File: config.mk
export PLATFORM = sky130hd
export DESIGN_NAME = threshold_and_top_two_detect_flat
export DESIGN_NICKNAME = d
export VERILOG_FILES = /design/src/hdl/ttd_pkg.sv /design/src/hdl/ttd_if.sv /design/src/hdl/ttd_track.sv /design/src/hdl/ttd_resq.sv /design/src/hdl/threshold_and_top_two_detect.sv /design/src/flat_wrapper.sv
export SDC_FILE = /design/constraint.sdc
export NUM_CORES = 1
export LEC_CHECK = 0
export BUFFER_PORTS_ARGS = -buffer_cell sky130_fd_sc_hd__buf_2
export CAP_MARGIN = 5
export CORE_UTILIZATION = 40
export CTS_BUF_LIST = sky130_fd_sc_hd__clkbuf_8
export DETAILED_ROUTE_END_ITERATION = 7
export GPL_TIMING_DRIVEN = 1
export SLEW_MARGIN = 25
export SYNTH_ARGS = -nofsm -noshare
export SYNTH_HDL_FRONTEND = slang
export SYNTH_SLANG_ARGS = --single-unit
File: constraint.sdc
create_clock -name clk -period 2.9 [get_ports clk]
set_input_delay 0.725 -clock clk [delete_from_list [all_inputs] [get_ports clk]]
set_output_delay 0.725 -clock clk [all_outputs]
set_load 0.05 [all_outputs]
File: src/hdl/ttd_pkg.sv
package ttd_pkg;

	// fixed field widths
	localparam int VALUE_W = 16;
	localparam int POS_W   = 12;

	// parameter defaults
	localparam int DEF_MAX_LEN    = 4096;
	localparam int DEF_VALUE_BITS = 16;

	// configuration port
	localparam int APB_ADDR_W = 3;
	localparam int APB_DATA_W = 32;

	// register index, taken from paddr[2]
	localparam logic REG_THRESHOLD = 1'b0;
	localparam logic REG_MODE      = 1'b1;

	// result queue
	localparam int RQ_DEPTH = 4;
	localparam int RQ_PTR_W = 2;
	localparam int RQ_CNT_W = 3;

	typedef struct packed {
		logic [POS_W-1:0] position;
		logic             has_position;
		logic             list_end;
	} res_t;

	// results produced by one item, handed to the result queue
	typedef struct packed {
		logic [1:0] count;
		res_t       first;
		res_t       second;
	} push_t;

endpackage

File: src/hdl/ttd_if.sv
interface ttd_sample_if import ttd_pkg::*; ();
	logic               valid;
	logic               ready;
	logic [VALUE_W-1:0] value;
	logic               end_of_sequence;

	modport source (output valid, output value, output end_of_sequence, input ready);
	modport sink (input valid, input value, input end_of_sequence, output ready);
endinterface

interface ttd_result_if import ttd_pkg::*; ();
	logic             valid;
	logic             ready;
	logic [POS_W-1:0] position;
	logic             has_position;
	logic             list_end;

	modport source (output valid, output position, output has_position, output list_end,
		input ready);
	modport sink (input valid, input position, input has_position, input list_end,
		output ready);
endinterface

File: src/hdl/ttd_track.sv
module ttd_track import ttd_pkg::*; #(
	parameter int MAX_LEN    = DEF_MAX_LEN,
	parameter int VALUE_BITS = DEF_VALUE_BITS
) (
	input  logic                                                  clk,
	input  logic                                                  arst_n,
	input  logic                                                  fire,
	input  logic [VALUE_W-1:0]                                    value,
	input  logic                                                  eos,
	input  logic [((VALUE_BITS < VALUE_W) ? VALUE_BITS : VALUE_W)-1:0] threshold,
	input  logic                                                  mode,
	output push_t                                                 push
);

	localparam int VAL_W   = (VALUE_BITS < VALUE_W) ? VALUE_BITS : VALUE_W;
	localparam int CNT_W   = $clog2(MAX_LEN);
	localparam int POS_X_W = (CNT_W > POS_W) ? CNT_W : POS_W;
	localparam logic [CNT_W-1:0] CNT_MAX = CNT_W'(MAX_LEN - 1);

	logic [CNT_W-1:0] count_q;
	logic [VAL_W-1:0] best_val_q;
	logic [CNT_W-1:0] best_pos_q;
	logic [VAL_W-1:0] run_val_q;
	logic [CNT_W-1:0] run_pos_q;

	logic [VAL_W-1:0]   v;
	logic               trig;
	logic [VAL_W-1:0]   best_val_d;
	logic [CNT_W-1:0]   best_pos_d;
	logic [VAL_W-1:0]   run_val_d;
	logic [CNT_W-1:0]   run_pos_d;
	logic [POS_X_W-1:0] cur_pos_x;
	logic [POS_X_W-1:0] best_pos_x;
	logic [POS_X_W-1:0] run_pos_x;

	assign v    = value[VAL_W-1:0];
	assign trig = v > threshold;

	// strict compare against best, then runner
	always_comb begin
		best_val_d = best_val_q;
		best_pos_d = best_pos_q;
		run_val_d  = run_val_q;
		run_pos_d  = run_pos_q;
		if (v > best_val_q) begin
			run_val_d  = best_val_q;
			run_pos_d  = best_pos_q;
			best_val_d = v;
			best_pos_d = count_q;
		end else if (v > run_val_q) begin
			run_val_d = v;
			run_pos_d = count_q;
		end
	end

	assign cur_pos_x  = POS_X_W'(count_q);
	assign best_pos_x = POS_X_W'(best_pos_d);
	assign run_pos_x  = POS_X_W'(run_pos_d);

	always_comb begin
		push.count  = 2'd0;
		push.first  = '0;
		push.second = '0;
		push.second.position     = run_pos_x[POS_W-1:0];
		push.second.has_position = 1'b1;
		push.second.list_end     = 1'b1;
		if (mode) begin
			push.first.position     = best_pos_x[POS_W-1:0];
			push.first.has_position = 1'b1;
			push.first.list_end     = 1'b0;
			if (fire && eos) begin
				push.count = 2'd2;
			end
		end else begin
			// bare end marker when the last item does not trigger
			push.first.position     = trig ? cur_pos_x[POS_W-1:0] : '0;
			push.first.has_position = trig;
			push.first.list_end     = eos;
			if (fire && (trig || eos)) begin
				push.count = 2'd1;
			end
		end
	end

	always_ff @(posedge clk or negedge arst_n) begin
		if (!arst_n) begin
			count_q    <= '0;
			best_val_q <= '0;
			best_pos_q <= '0;
			run_val_q  <= '0;
			run_pos_q  <= '0;
		end else if (fire) begin
			if (eos) begin
				count_q    <= '0;
				best_val_q <= '0;
				best_pos_q <= '0;
				run_val_q  <= '0;
				run_pos_q  <= '0;
			end else begin
				best_val_q <= best_val_d;
				best_pos_q <= best_pos_d;
				run_val_q  <= run_val_d;
				run_pos_q  <= run_pos_d;
				if (count_q != CNT_MAX) begin
					count_q <= count_q + 1'b1;
				end
			end
		end
	end

endmodule

File: src/hdl/ttd_resq.sv
module ttd_resq import ttd_pkg::*; (
	input  logic  clk,
	input  logic  arst_n,
	input  push_t push,
	input  logic  pop,
	output logic  room,
	output logic  nonempty,
	output res_t  head
);

	res_t                mem [RQ_DEPTH];
	logic [RQ_PTR_W-1:0] wr_q;
	logic [RQ_PTR_W-1:0] rd_q;
	logic [RQ_CNT_W-1:0] cnt_q;
	logic [RQ_PTR_W-1:0] wr_next;

	assign wr_next  = wr_q + 1'b1;
	// two free entries cover the worst item
	assign room     = cnt_q <= RQ_CNT_W'(RQ_DEPTH - 2);
	assign nonempty = cnt_q != '0;
	assign head     = mem[rd_q];

	always_ff @(posedge clk) begin
		if (push.count != 2'd0) begin
			mem[wr_q] <= push.first;
		end
		if (push.count == 2'd2) begin
			mem[wr_next] <= push.second;
		end
	end

	always_ff @(posedge clk or negedge arst_n) begin
		if (!arst_n) begin
			wr_q  <= '0;
			rd_q  <= '0;
			cnt_q <= '0;
		end else begin
			wr_q  <= wr_q + RQ_PTR_W'(push.count);
			cnt_q <= cnt_q + RQ_CNT_W'(push.count) - RQ_CNT_W'(pop);
			if (pop) begin
				rd_q <= rd_q + 1'b1;
			end
		end
	end

endmodule

File: src/hdl/threshold_and_top_two_detect.sv
// channel   | direction | beat contents
// ----------+-----------+-------------------------------------------
// samples   | in        | value, end_of_sequence
// results   | out       | position, has_position, list_end
// apb       | in/out    | threshold (0x0), top_two_mode (0x4)
//
// one sample beat per cycle while the result queue has room; a result passes the input register, then the result queue
// a top-two end-of-sequence sample yields two result beats, drained one per cycle while results.ready is high
// the result queue holds four beats; the input stage stalls when fewer than two are free
// reset clears the sequence state, the registers and the queue at once; no clearing pass
module threshold_and_top_two_detect import ttd_pkg::*; #(
	parameter int MAX_LEN    = DEF_MAX_LEN,
	parameter int VALUE_BITS = DEF_VALUE_BITS
) (
	input  logic                  clk,
	input  logic                  arst_n,
	ttd_sample_if.sink            samples,
	ttd_result_if.source          results,
	input  logic                  psel,
	input  logic                  penable,
	input  logic                  pwrite,
	input  logic [APB_ADDR_W-1:0] paddr,
	input  logic [APB_DATA_W-1:0] pwdata,
	output logic [APB_DATA_W-1:0] prdata,
	output logic                  pready
);

	// usable value width: bits above it are ignored everywhere
	localparam int VAL_W = (VALUE_BITS < VALUE_W) ? VALUE_BITS : VALUE_W;

	// configuration registers
	logic [VAL_W-1:0] threshold_q;
	logic             mode_q;
	logic             reg_idx;
	logic             cfg_wr;

	// input stage
	logic               smp_valid_s1;
	logic [VALUE_W-1:0] smp_value_s1;
	logic               smp_eos_s1;
	logic               fire;

	// result path
	push_t push;
	logic  room;
	logic  nonempty;
	res_t  head;
	logic  pop;

	// ---------------- apb register file ----------------
	assign pready  = 1'b1;
	assign reg_idx = paddr[2];
	assign cfg_wr  = psel && penable && pwrite;

	always_ff @(posedge clk or negedge arst_n) begin
		if (!arst_n) begin
			threshold_q <= '0;
			mode_q      <= 1'b0;
		end else if (cfg_wr) begin
			unique case (reg_idx)
				REG_THRESHOLD: threshold_q <= pwdata[VAL_W-1:0];
				REG_MODE:      mode_q      <= pwdata[0];
				default:       ;
			endcase
		end
	end

	always_comb begin
		unique case (reg_idx)
			REG_THRESHOLD: prdata = APB_DATA_W'(threshold_q);
			REG_MODE:      prdata = APB_DATA_W'(mode_q);
			default:       prdata = '0;
		endcase
	end

	// ---------------- input register ----------------
	// the sample moves on once the queue can take every result it may make
	assign fire          = smp_valid_s1 && room;
	assign samples.ready = !smp_valid_s1 || fire;

	always_ff @(posedge clk or negedge arst_n) begin
		if (!arst_n) begin
			smp_valid_s1 <= 1'b0;
		end else if (samples.ready) begin
			smp_valid_s1 <= samples.valid;
		end
	end

	always_ff @(posedge clk) begin
		if (samples.ready && samples.valid) begin
			smp_value_s1 <= samples.value;
			smp_eos_s1   <= samples.end_of_sequence;
		end
	end

	// ---------------- compare and track ----------------
	ttd_track #(
		.MAX_LEN    (MAX_LEN),
		.VALUE_BITS (VALUE_BITS)
	) u_track (
		.clk       (clk),
		.arst_n    (arst_n),
		.fire      (fire),
		.value     (smp_value_s1),
		.eos       (smp_eos_s1),
		.threshold (threshold_q),
		.mode      (mode_q),
		.push      (push)
	);

	// ---------------- result queue ----------------
	// doubles as the output register; a stalled result blocks intake once fewer than two entries are free
	ttd_resq u_resq (
		.clk      (clk),
		.arst_n   (arst_n),
		.push     (push),
		.pop      (pop),
		.room     (room),
		.nonempty (nonempty),
		.head     (head)
	);

	assign pop                  = nonempty && results.ready;
	assign results.valid        = nonempty;
	assign results.position     = head.position;
	assign results.has_position = head.has_position;
	assign results.list_end     = head.list_end;

endmodule
File: src/flat_wrapper.sv
// flat-port wrapper written by rule: the top's interface ports become plain ports
module threshold_and_top_two_detect_flat import ttd_pkg::*;
#(
	parameter int MAX_LEN    = DEF_MAX_LEN,
	parameter int VALUE_BITS = DEF_VALUE_BITS
)
  (clk, arst_n, psel, penable, pwrite, paddr, pwdata, prdata, pready, samples_valid, samples_value, samples_end_of_sequence, samples_ready, results_valid, results_position, results_has_position, results_list_end, results_ready);
  ttd_sample_if samples_i ();
  ttd_result_if results_i ();
  input  logic clk;
  input  logic arst_n;
  input  logic psel;
  input  logic penable;
  input  logic pwrite;
  input  logic [APB_ADDR_W-1:0] paddr;
  input  logic [APB_DATA_W-1:0] pwdata;
  output logic [APB_DATA_W-1:0] prdata;
  output logic pready;
  input wire logic [$bits(samples_i.valid)-1:0] samples_valid;
  input wire logic [$bits(samples_i.value)-1:0] samples_value;
  input wire logic [$bits(samples_i.end_of_sequence)-1:0] samples_end_of_sequence;
  output wire logic [$bits(samples_i.ready)-1:0] samples_ready;
  output wire logic [$bits(results_i.valid)-1:0] results_valid;
  output wire logic [$bits(results_i.position)-1:0] results_position;
  output wire logic [$bits(results_i.has_position)-1:0] results_has_position;
  output wire logic [$bits(results_i.list_end)-1:0] results_list_end;
  input wire logic [$bits(results_i.ready)-1:0] results_ready;
  assign samples_i.valid = samples_valid;
  assign samples_i.value = samples_value;
  assign samples_i.end_of_sequence = samples_end_of_sequence;
  assign samples_ready = samples_i.ready;
  assign results_valid = results_i.valid;
  assign results_position = results_i.position;
  assign results_has_position = results_i.has_position;
  assign results_list_end = results_i.list_end;
  assign results_i.ready = results_ready;
  threshold_and_top_two_detect #(.MAX_LEN(MAX_LEN), .VALUE_BITS(VALUE_BITS)) u_core (.clk(clk), .arst_n(arst_n), .samples(samples_i), .results(results_i), .psel(psel), .penable(penable), .pwrite(pwrite), .paddr(paddr), .pwdata(pwdata), .prdata(prdata), .pready(pready));
endmodule
==> summary.json <==
{
  "finalNetCount": {"value": 1121},
  "synth.avg_cell_area": {"value": 10.6, "unit": "um^2"},
  "post_synth_inst_count": {"value": 898},
  "layout.cells.most_common": {"value": "sky130_fd_sc_hd__dfrtp_1"},
  "vias": {"value": 7264},
  "slowest_delay": {"value": 0.47, "unit": "ns"},
  "cts-buffers-inserted": {"value": 17},
  "port-buffer-count": {"value": 72},
  "final_period_minus_worst_setup_slack": {"value": 2.88, "unit": "ns"},
  "clk_pin_slew": {"value": 0.11, "unit": "ns"},
  "power.density": {"value": 1050, "unit": "mW/mm^2"},
  "cp_cell_sequence": {"value": "buf_6 -> ha_4 -> nand4_1 -> nor4_4 -> buf_4 -> o21ai_4 -> and3_4 -> o211ai_2 -> nand2_2 -> buf_12 -> mux2_1"},
  "synth_area_leader_cell": {"value": "sky130_fd_sc_hd__dfrtp_1"},
  "fin_crit_sh": {"value": 0.992},
  "cell_area_after_synthesis": {"value": 0.00955, "unit": "mm^2"},
  "tritoncts": {"value": "built"},
  "critical_path.endpoint": {"value": "u_core.u_track.run_val_q[6]"},
  "grt_pass1_wl": {"value": 36700, "unit": "um"},
  "synthToLayoutAreaGrowth": {"value": 21.1, "unit": "%"},
  "clock.fmax": {"value": 0.348, "unit": "GHz"},
  "slew_headroom": {"value": 0.620},
  "cts.root.buffer_cell": {"value": "sky130_fd_sc_hd__clkbuf_8"},
  "failed_checks": {"value": "design-rule violations"},
  "weighted_congestion_at_the_end_of_routability_driven_global_placement": {"value": 0.789},
  "timing.reg2reg.setup_slack": {"value": 0.02, "unit": "ns"},
  "cellLeakagePower": {"value": 0.00483, "unit": "uW"},
  "die_outline_width": {"value": 157, "unit": "um"},
  "highest_count_cells_in_the_layout_ignoring_fill_and_taps": {"value": "sky130_fd_sc_hd__dfrtp_1, sky130_fd_sc_hd__nand2_1, sky130_fd_sc_hd__buf_2"},
  "path_class": {"value": "flip-flop to flip-flop"},
  "clk-insertion-delay-late": {"value": 0.48, "unit": "ns"},
  "detailedPlacementHpwl": {"value": 15700, "unit": "um"},
  "die_height": {"value": 157, "unit": "um"},
  "clock-skew-final": {"value": 0.0208, "unit": "ns"},
  "synth_edf_count": {"value": 65},
  "die_area": {"value": 0.0245, "unit": "mm^2"},
  "r2r-start": {"value": "u_core.smp_value_s1[15]"},
  "hold_fix_buffers_at_cts": {"value": 0},
  "initial_detailed_routing_violation_count": {"value": 481},
  "max-clock-path-buffers": {"value": 2},
  "worstSetupStartpointType": {"value": "flip-flop"},
  "setup_violations": {"value": 0},
  "outcome": {"value": "complete, but fails checks"},
  "filler_cell_count": {"value": 2116},
  "synth_top_area_frac": {"value": 0.244},
  "clock_sink_count": {"value": 166},
  "timing.critical_path.to_type": {"value": "flip-flop"},
  "synth_top_cells_by_area": {"value": "sky130_fd_sc_hd__dfrtp_1, sky130_fd_sc_hd__edfxtp_1, sky130_fd_sc_hd__ha_1"},
  "synth_ff_type": {"value": "sky130_fd_sc_hd__dfrtp_1"},
  "remaining_drc_errors": {"value": 1},
  "worst-endpoint-arrival": {"value": 3.25, "unit": "ns"},
  "drive_gt1_frac": {"value": 0.305},
  "asyncSetResetFlopFracSynth": {"value": 0.560},
  "initial_antenna_violation_count": {"value": 0},
  "route.final.wire_length": {"value": 24200, "unit": "um"},
  "initial_core_util": {"value": 0.407},
  "worst_r2r_end": {"value": "u_core.u_track.run_val_q[6]"},
  "crit_fanout": {"value": 12},
  "first_global_vias": {"value": 6917},
  "route.detailed.vias_per_inst": {"value": 5.42},
  "hold_crit_class": {"value": "primary input to async pin"},
  "overflow": {"value": 0},
  "synth.yosys.seq_area_share": {"value": 0.465},
  "fp.coreArea": {"value": 0.0235, "unit": "mm^2"},
  "final_hold_violation_count": {"value": 0},
  "rsz_0062_raised_after_global_routing": {"value": "yes"},
  "crit_path_top_delay_cell": {"value": "sky130_fd_sc_hd__edfxtp_1"},
  "post-layout-total-power": {"value": 12100, "unit": "uW"},
  "antennaDiodeCount": {"value": 0},
  "count_of_yosys_warnings_during_synthesis": {"value": 0},
  "worst-slew-pin-transition": {"value": 0.565, "unit": "ns"},
  "worst_hold_slack": {"value": 0.203, "unit": "ns"},
  "antenna_violating_nets_post_route": {"value": 0},
  "synthDistinctLibCells": {"value": 68},
  "synth.ff_latch_count": {"value": 166},
  "maximum_number_of_pins_on_one_net_before_global_route_repair": {"value": 53},
  "vdd.ir_drop.worst": {"value": 0.525, "unit": "mV"},
  "design.portCount": {"value": 108},
  "grt.total_usage": {"value": 0.195},
  "worst_ep_required_time": {"value": 3.27, "unit": "ns"},
  "r2r.worst_path.cells": {"value": 11},
  "drv_slew": {"value": 0},
  "row_cnt": {"value": 56},
  "timing.critical_path.from": {"value": "u_core.smp_value_s1[15]"},
  "cts.htree.levels": {"value": 4},
  "cap_viol_max_count": {"value": 0},
  "drt_pre_antenna_iters": {"value": 8},
  "post_drt_wl_per_cell": {"value": 18.0, "unit": "um"}
}
-- metrics by stage --
step	instances	cell area, um^2	utilization	TNS (ns)	setup slack, ns
after floorplan	913	9610	-	0	0.254
after detailed placement	1284	10500	0.447	-3.43	-0.127
after global routing	1340	11600	0.493	-1.89	-0.0730
after CTS	1319	10900	0.466	0	0.00807
final	1340	11600	0.493	0	0.0240
after global placement	1284	10500	0.446	-6.11	-0.170
-- critical path, delay by kind of cell, from the launching register on --
kind                       cells  cell delay, ns
DFF                            1            0.47
adders and majority gates      1            0.27
AOI/OAI and AO/OA              2            0.23
and+or+nand+nor                4            0.97
muxes                          1            0.31
buffers and inverters          3            0.53
-- metal layers --
| layer | track usage | routed length [um] | vias up |
|---|---|---|---|
| li1 | - | - | 3502 |
| met4 | 0.0556 | 316 | 0 |
| met3 | 0.0332 | 1290 | 27 |
| met2 | 0.313 | 11300 | 241 |
| met5 | 0 | 0 | - |
| met1 | 0.270 | 11200 | 3494 |
-- cell type report --
type                       instances  area, um^2  area share
multi-input combinational        618        5030       0.435
inverter                          56         214      0.0185
clock inverter                    15         173      0.0149
tap                              319         399      0.0345
sequential                       166        4440       0.384
timing repair buffer             149        1080      0.0934
clock buffer                      17         234      0.0202
-- Yosys cell counts (all sizes together) (4+ instances only) --
cell     number
a21o          5
a21oi        49
a22o         46
a22oi        26
a31o         10
a31oi        13
and2         16
and3          7
buf          39
clkbuf       36
dfrtp        93
dfxtp         8
edfxtp       65
ha           53
inv          56
mux2         35
mux2i        22
mux4         14
nand2        90
nand2b        4
nand3        17
nand4        14
nor2         53
nor2b         4
nor3          7
nor3b         4
nor4          4
o21a          5
o21ai        34
o22ai        20
o2bb2ai       4
o31ai         5
xnor2         9
xor2          5
-- report_power, final --
| group | internal (uW) | switching [uW] | total, uW |
|---|---|---|---|
| logic | 2660 | 4150 | 6810 |
| clock network | 663 | 1060 | 1730 |
| registers | 3150 | 429 | 3580 |
| total | 6470 | 5650 | 12100 |
-- cells by family (layout without fill, tap and decap cells) --
family	Yosys count	in the layout	share of synthesized area
flip-flops	166	166	0.465
buffers and inverters	131	237	0.0617
multiplexers	71	71	0.101
other	2	17	0.000786
AND/OR/NAND/NOR	228	230	0.115
adder cells (fa/ha/maj)	54	54	0.0715
AO/OA/AOI/OAI	232	232	0.172
XOR/XNOR	14	14	0.0128
-- registers in the layout (all words and copies together) (netlist names) --
signal and cells:
u_core.smp_value_s1 16, u_core.u_track.count_q 12, u_core.u_resq.mem 56, u_core.threshold_q 16, u_core.u_track.best_val_q 16, u_core.u_resq.cnt_q 3, u_core.u_track.best_pos_q 12, u_core.smp_valid_s1 1
u_core.u_track.run_val_q 16, u_core.u_resq.wr_q 2, u_core.mode_q 1, u_core.u_resq.rd_q 2, u_core.u_track.run_pos_q 12, u_core.smp_eos_s1 1
-- repair_timing --
item                       4_1_cts  5_1_grt
gates resized for setup          5       95
setup endpoints to repair       63      137
setup buffers                    3       15
cloned                           0        6
pin swaps                        1       16
-- how the worst min path moves through the flow --
stage | startpoint | end | cells after the start
4_1_cts | arst_n | u_core.u_track.run_val_q[9] | 1
3_5_place_dp | u_core.u_resq.mem[0][1] | u_core.u_resq.mem[0][1] | 1
3_3_place_gp | u_core.u_resq.mem[2][1] | u_core.u_resq.mem[2][1] | 1
2_1_floorplan | arst_n | u_core.mode_q | 0
5_1_grt | arst_n | u_core.u_track.best_val_q[9] | 1
6_report | arst_n | u_core.u_track.best_val_q[9] | 1
Power figures use the tool's default switching activity.
